==> config.mk <==
export PLATFORM = sky130hd
export DESIGN_NAME = plob_div
export DESIGN_NICKNAME = d
export VERILOG_FILES = /design/src/hw/rtl/plob_div.sv
export SDC_FILE = /design/constraint.sdc
export NUM_CORES = 1
export LEC_CHECK = 0
export BUFFER_PORTS_ARGS = -buffer_cell sky130_fd_sc_hd__buf_2
export CAP_MARGIN = 20
export CORE_UTILIZATION = 50
export DETAILED_ROUTE_END_ITERATION = 12
export GPL_ROUTABILITY_DRIVEN = 0
export PLACE_DENSITY = 0.87
export SYNTH_ARGS = -nofsm -noshare
export SYNTH_HDL_FRONTEND = slang
export SYNTH_SLANG_ARGS = --single-unit
==> constraint.sdc <==
create_clock -name clk -period 3.47 [get_ports clk]
set_input_delay 0.694 -clock clk [delete_from_list [all_inputs] [get_ports clk]]
set_output_delay 0.694 -clock clk [all_outputs]
set_load 0.01 [all_outputs]
==> src/hw/rtl/plob_div.sv <==
// Restoring divider that produces one quotient bit per cycle.
module plob_div #(
  parameter int DW = 32,
  parameter int VW = 5
) (
  input  logic          clk,
  input  logic          rst,
  input  logic          start,
  input  logic [DW-1:0] dividend,
  input  logic [VW-1:0] divisor,
  output logic          done,
  output logic [DW-1:0] quo,
  output logic [VW-1:0] rem
);

  localparam int CW = $clog2(DW + 1);

  logic [VW-1:0] dvs;
  logic [CW-1:0] cnt;
  logic          run;
  logic [VW:0]   trial;
  logic          ge;
  logic [VW:0]   diff;

  assign trial = {rem, quo[DW-1]};
  assign ge    = trial >= {1'b0, dvs};
  assign diff  = ge ? trial - {1'b0, dvs} : trial;

  always_ff @(posedge clk) begin
    if (rst) begin
      run  <= 1'b0;
      done <= 1'b0;
    end else begin
      done <= 1'b0;
      if (start) begin
        quo <= dividend;
        rem <= '0;
        dvs <= divisor;
        cnt <= CW'(DW);
        run <= 1'b1;
      end else if (run) begin
        quo <= {quo[DW-2:0], ge};
        rem <= diff[VW-1:0];
        cnt <= cnt - 1'b1;
        if (cnt == CW'(1)) begin
          run  <= 1'b0;
          done <= 1'b1;
        end
      end
    end
  end

endmodule

**After elaboration in Yosys (flattened, before gate mapping)**

Cells that the tools add are included.

- Add/sub/neg operators: 2
- Magnitude comparators: 1
- Equal/unequal tests: 1
- Mux-type cells: 9
- Bitwise operators: 2
- Reductions and logical operators: 4

Operator list:

| cell | number |
|---|---|
| $mux W32 | 2 |
| $mux W5 | 2 |
| $eq A6 B1 Y1 const B | 1 |
| $ge A6 B5 Y1 | 1 |
| $mux W6 | 1 |
| $sub A6 B1 Y6 const B | 1 |
| $sub A5 B5 Y5 | 1 |
| $mux W1 | 4 |
| $reduce_and A2 Y1 | 2 |
| $reduce_or A3 Y1 | 1 |
| $not A1 Y1 | 2 |
| $reduce_bool A2 Y1 | 1 |

- Register bits: 50
- Bits of input ports: 40
- Output and inout port bits: 38
- Word-level logic and storage cells: 25

**Depth between registers and ports, before layout**

- Word-level depth: 4
- Depth in mapped cells: 8
- Depth with buffers taken out: 8

**Worst setup path before layout**

OpenSTA, ideal clock, no wires.

- Path kind: input to register
- Start point: input port start
- End point: register cnt[0], enable pin
- Setup time: 0.445 ns
- Arrival: 2.759 ns
- Data required time: 3.025 ns
- Path slack: 0.266 ns
- Stages: 3
- Cell sequence: clkbuf_1 -> nor2_1 -> nor2_1

- Word-level cells in the longest chain between the ends: 2

Ends and longest elaborated chain:

| item | line | text |
|---|---|---|
| from (decl) | 8 | `input logic start,` |
| $reduce_bool A2 Y1 (no source line) | - |  |
| $reduce_and A2 Y1 (no source line) | - |  |
| to (signal assigned) | 39 | `cnt <= CW'(DW);` |
| to (signal assigned) | 44 | `cnt <= cnt - 1'b1;` |
| to (decl) | 19 | `logic [CW-1:0] cnt;` |

Every way passes these cells.
A chain may end at the register's enable or synchronous reset.

**Worst setup path after layout**

- Start point: register quo[31]
- End point: register rem[4], data pin

- Word-level cells in the longest chain between the ends: 3
- Elaborated cells on any way between the ends: 4
- Classes of those cells: 1 x add/sub; 1 x order compare; 2 x mux

Ends and longest elaborated chain:

| item | line | text |
|---|---|---|
| from (decl) | 12 | `output logic [DW-1:0] quo,` |
| from (signal assigned) | 36 | `quo <= dividend;` |
| from (signal assigned) | 42 | `quo <= {quo[DW-2:0], ge};` |
| $sub A5 B5 Y5 / $ge A6 B5 Y1 (equally long branches) | 27, 26 |  |
| $mux W5 * | 27 | `assign diff = ge ? trial - {1'b0, dvs} : trial;` |
| $mux W5 * | 41 | `end else if (run) begin` |
| to (signal assigned) | 43 | `rem <= diff[VW-1:0];` |
| to (decl) | 13 | `output logic [VW-1:0] rem` |

Every way passes the cells marked *; elsewhere a longest branch is shown, timed or not. The select of a mux whose other input is x is not followed.

==> results.md <==
- Status: finished, final reports clean
- Syn avg cell area: 14.9 sq um
- DR vias/cell: 5.27
- Fmax achieved: 0.476 GHz
- Total Power: 1.29 mW
- Worst R2R End: rem[4]
- Clk buf depth: 2
- Slew headroom: 63.9%
- Worst VDD drop: 0.000306 V
- Area Growth Syn to Fin: 22.8%
- Critical Path Start: quo[31]
- H-tree depth: 2
- Crit start category: register
- Delay-heaviest family, CP: compound AO/OA/AOI/OAI gates
- Clock-pin slew on the worst setup and hold paths: 0.09 ns
- Antenna Cells: 0
- Pin count of the biggest net entering global routing: 42
- WL final: 4240 um
- Crit path required time: 3.52 ns
- Unrepaired setup endpoints after global routing: false
- Mapped cell area: 0.00233 sq mm
- Dominant cell type by area after synthesis: edfxtp_1
- Total grt overflow: 0
- Root Driver: clkbuf_8
- Core box area: 0.00441 sq mm
- Initial DRC count: 144
- WP depth: 8
- Post-route DRC violation count: 0
- CP max-delay cell: edfxtp_1
- # fillers: 340
- Dpl cell area: 0.00278 sq mm
- Flop2flop setup slack: 1.37 ns
- Post-detail-place hpwl: 3090 um
- Ports: 78
- Register area share after synthesis: 63.5%
- Post-CTS Setup Inserts: 0
- CTS Hold Bufs: 0
- Register area: 0.00148 sq mm
- TritonCTS clock tree: yes
- Setup crit end kind: register
- Share of cells above drive strength 1: 52.7%
- Global-route wire length before repair: 7050 um
- Min cycle time layout: 2.10 ns
- Crit path kind: reg2reg
- Worst-Margin Slew: 0.539 ns
- Hold Fails Final Rpt: 0
- Vias in the first global route: 1479
- CTS Sinks: 50
- Distinct cells, synth: 31
- PnR worst setup slack: 1.37 ns
- Die Wd: 70.3 um
- Die height: 70.3 um
- Max-cap viol count: 0
- Syn Inst Count: 157
- End point of the critical path: rem[4]
- Largest cells by area after synthesis: edfxtp_1 (62%), mux2_2 (15%), ha_1 (3.8%)
- Setup TNS: 0 ns
- Starting Density: 52.8%
- Initial antenna violation count: 0
- Syn. warnings: 0
- Layout net count: 286
- Critical path arrival: 2.15 ns
- Most frequent cell on the critical path: inv_1
- Crit path cell chain: inv_1 -> ha_1 -> inv_1 -> fa_1 -> a21oi_2 -> inv_2 -> a2111oi_2 -> nor3_1
- Min-Delay Path Class: reg2reg
- WP buf/inv: 3
- Drt pass-1 iters: 4
- Die area: 0.00494 sq mm
- Multi-input gate area: 797 sq um
- Leak: 1.17 nW
- I/O Buffers: 77
- Critical R2R Launch: quo[31]
- Post-DRT Antenna Nets: 0
- Final period utilization: 60.5%
- Post-synthesis net count: 205
- CP max FO: 3
- DP Worst Slack: 1.35 ns
- # rows: 24
- Post-CTS Resized: 0
- Final Cell Area: 0.00286 sq mm
- Wire per inst: 14.6 um
- CTS buffer count: 5
- Slowest stage delay, CP: 0.40 ns
- Yosys top cell area share: 61.8%
- All-Layer GR Usage: 18.7%
- Vias: 1535
- # setup viols final: 0
- Power density cells: 449 mW/mm^2
- Worst-skew pair later-pin latency: 0.30 ns
- Fin. max-slew vios: 0
- Yosys reg bits: 50
- Path depth of the worst reg2reg path: 8
- Clock skew: 0.00982 ns
-- placed cells by master, fill, tap and decap left out, types with 3 or more instances in the layout --
| cell | instances |
|---|---|
| buf_2 | 77 |
| edfxtp_1 | 48 |
| mux2_2 | 31 |
| nor2_1 | 13 |
| inv_1 | 9 |
| ha_1 | 7 |
| nor3_1 | 5 |
| clkbuf_8 | 5 |
| a21oi_1 | 4 |
| nand3_1 | 3 |
| nand2_1 | 3 |
| o21a_1 | 3 |
| xor2_1 | 3 |
-- synth_stat cells --
master / instances
nand2_1: 3
nand2_2: 1
nand2b_1: 1
inv_1: 9
nor4b_1: 1
a2111oi_2: 1
nor3_1: 5
nand3_1: 3
dfxtp_1: 2
nor2_2: 1
xor2_1: 3
xnor2_1: 2
a21oi_2: 1
inv_2: 1
o21ai_4: 2
nand4_1: 1
fa_1: 1
ha_1: 7
o311a_1: 1
edfxtp_1: 48
o31ai_2: 1
o21a_1: 3
nand3b_1: 1
o21ai_0: 2
buf_2: 4
a21oi_1: 4
o21ai_1: 1
mux2_2: 31
a21o_1: 1
clkbuf_1: 1
nor2_1: 14
-- per-stage QoR --
stage                     hold WS (ns)  std cells  util, %
after floorplan                  0.460        157        -
after global placement           0.472        283     63.0
after detailed placement         0.473        283     63.0
after CTS                        0.486        291     64.9
after global routing             0.505        291     64.9
final                            0.487        291     64.9
-- routing by layer --
metal	wire length (um)	vias to the layer above	GRT usage (%)
met4	67	0	6.67
met1	1880	721	25.9
li1	-	744	-
met2	1930	63	26.9
met3	357	7	6.93
met5	0	-	0
-- worst reg2reg max path: cells and delay by family (launching register included) --
kind | cells | cell delay [ns]
simple gates | 1 | 0.09
fa+ha+maj | 2 | 0.56
flops | 1 | 0.40
buf+inv | 3 | 0.18
compound gates | 2 | 0.63
-- how the worst min path moves through the flow --
stage,start,to,cells past startpoint
2_1_floorplan,run,done,1
3_3_place_gp,run,done,1
3_5_place_dp,run,done,1
4_1_cts,run,done,1
5_1_grt,run,done,1
6_report,run,done,1
-- layout make-up --
cell class | instances | share of cell area [%]
clock inverters | 2 | 0.349
inverters | 10 | 1.31
clock buffers | 6 | 2.53
well taps | 52 | 2.27
repair buffers | 79 | 14.0
flip-flops and latches | 50 | 51.7
multi-input cells | 92 | 27.8
-- flip-flops by register name, indices dropped and copies added (netlist names) --
signal	cells
run	1
dvs	5
done	1
cnt	6
quo	32
rem	5
-- cells by family after synthesis --
group / synth area share [%]
flip-flops: 63.5
multiplexers: 15.0
AND/OR/NAND/NOR: 6.22
AO/OA/AOI/OAI: 6.17
buffers and inverters: 2.63
adder cells (fa/ha/maj): 4.61
XOR/XNOR: 1.88
-- power by group --
group	switching (mW)	internal [mW]
clock network	0.188	0.140
logic	0.118	0.102
registers	0.0219	0.715
total	0.328	0.957
(Power assumes the default switching activity.)
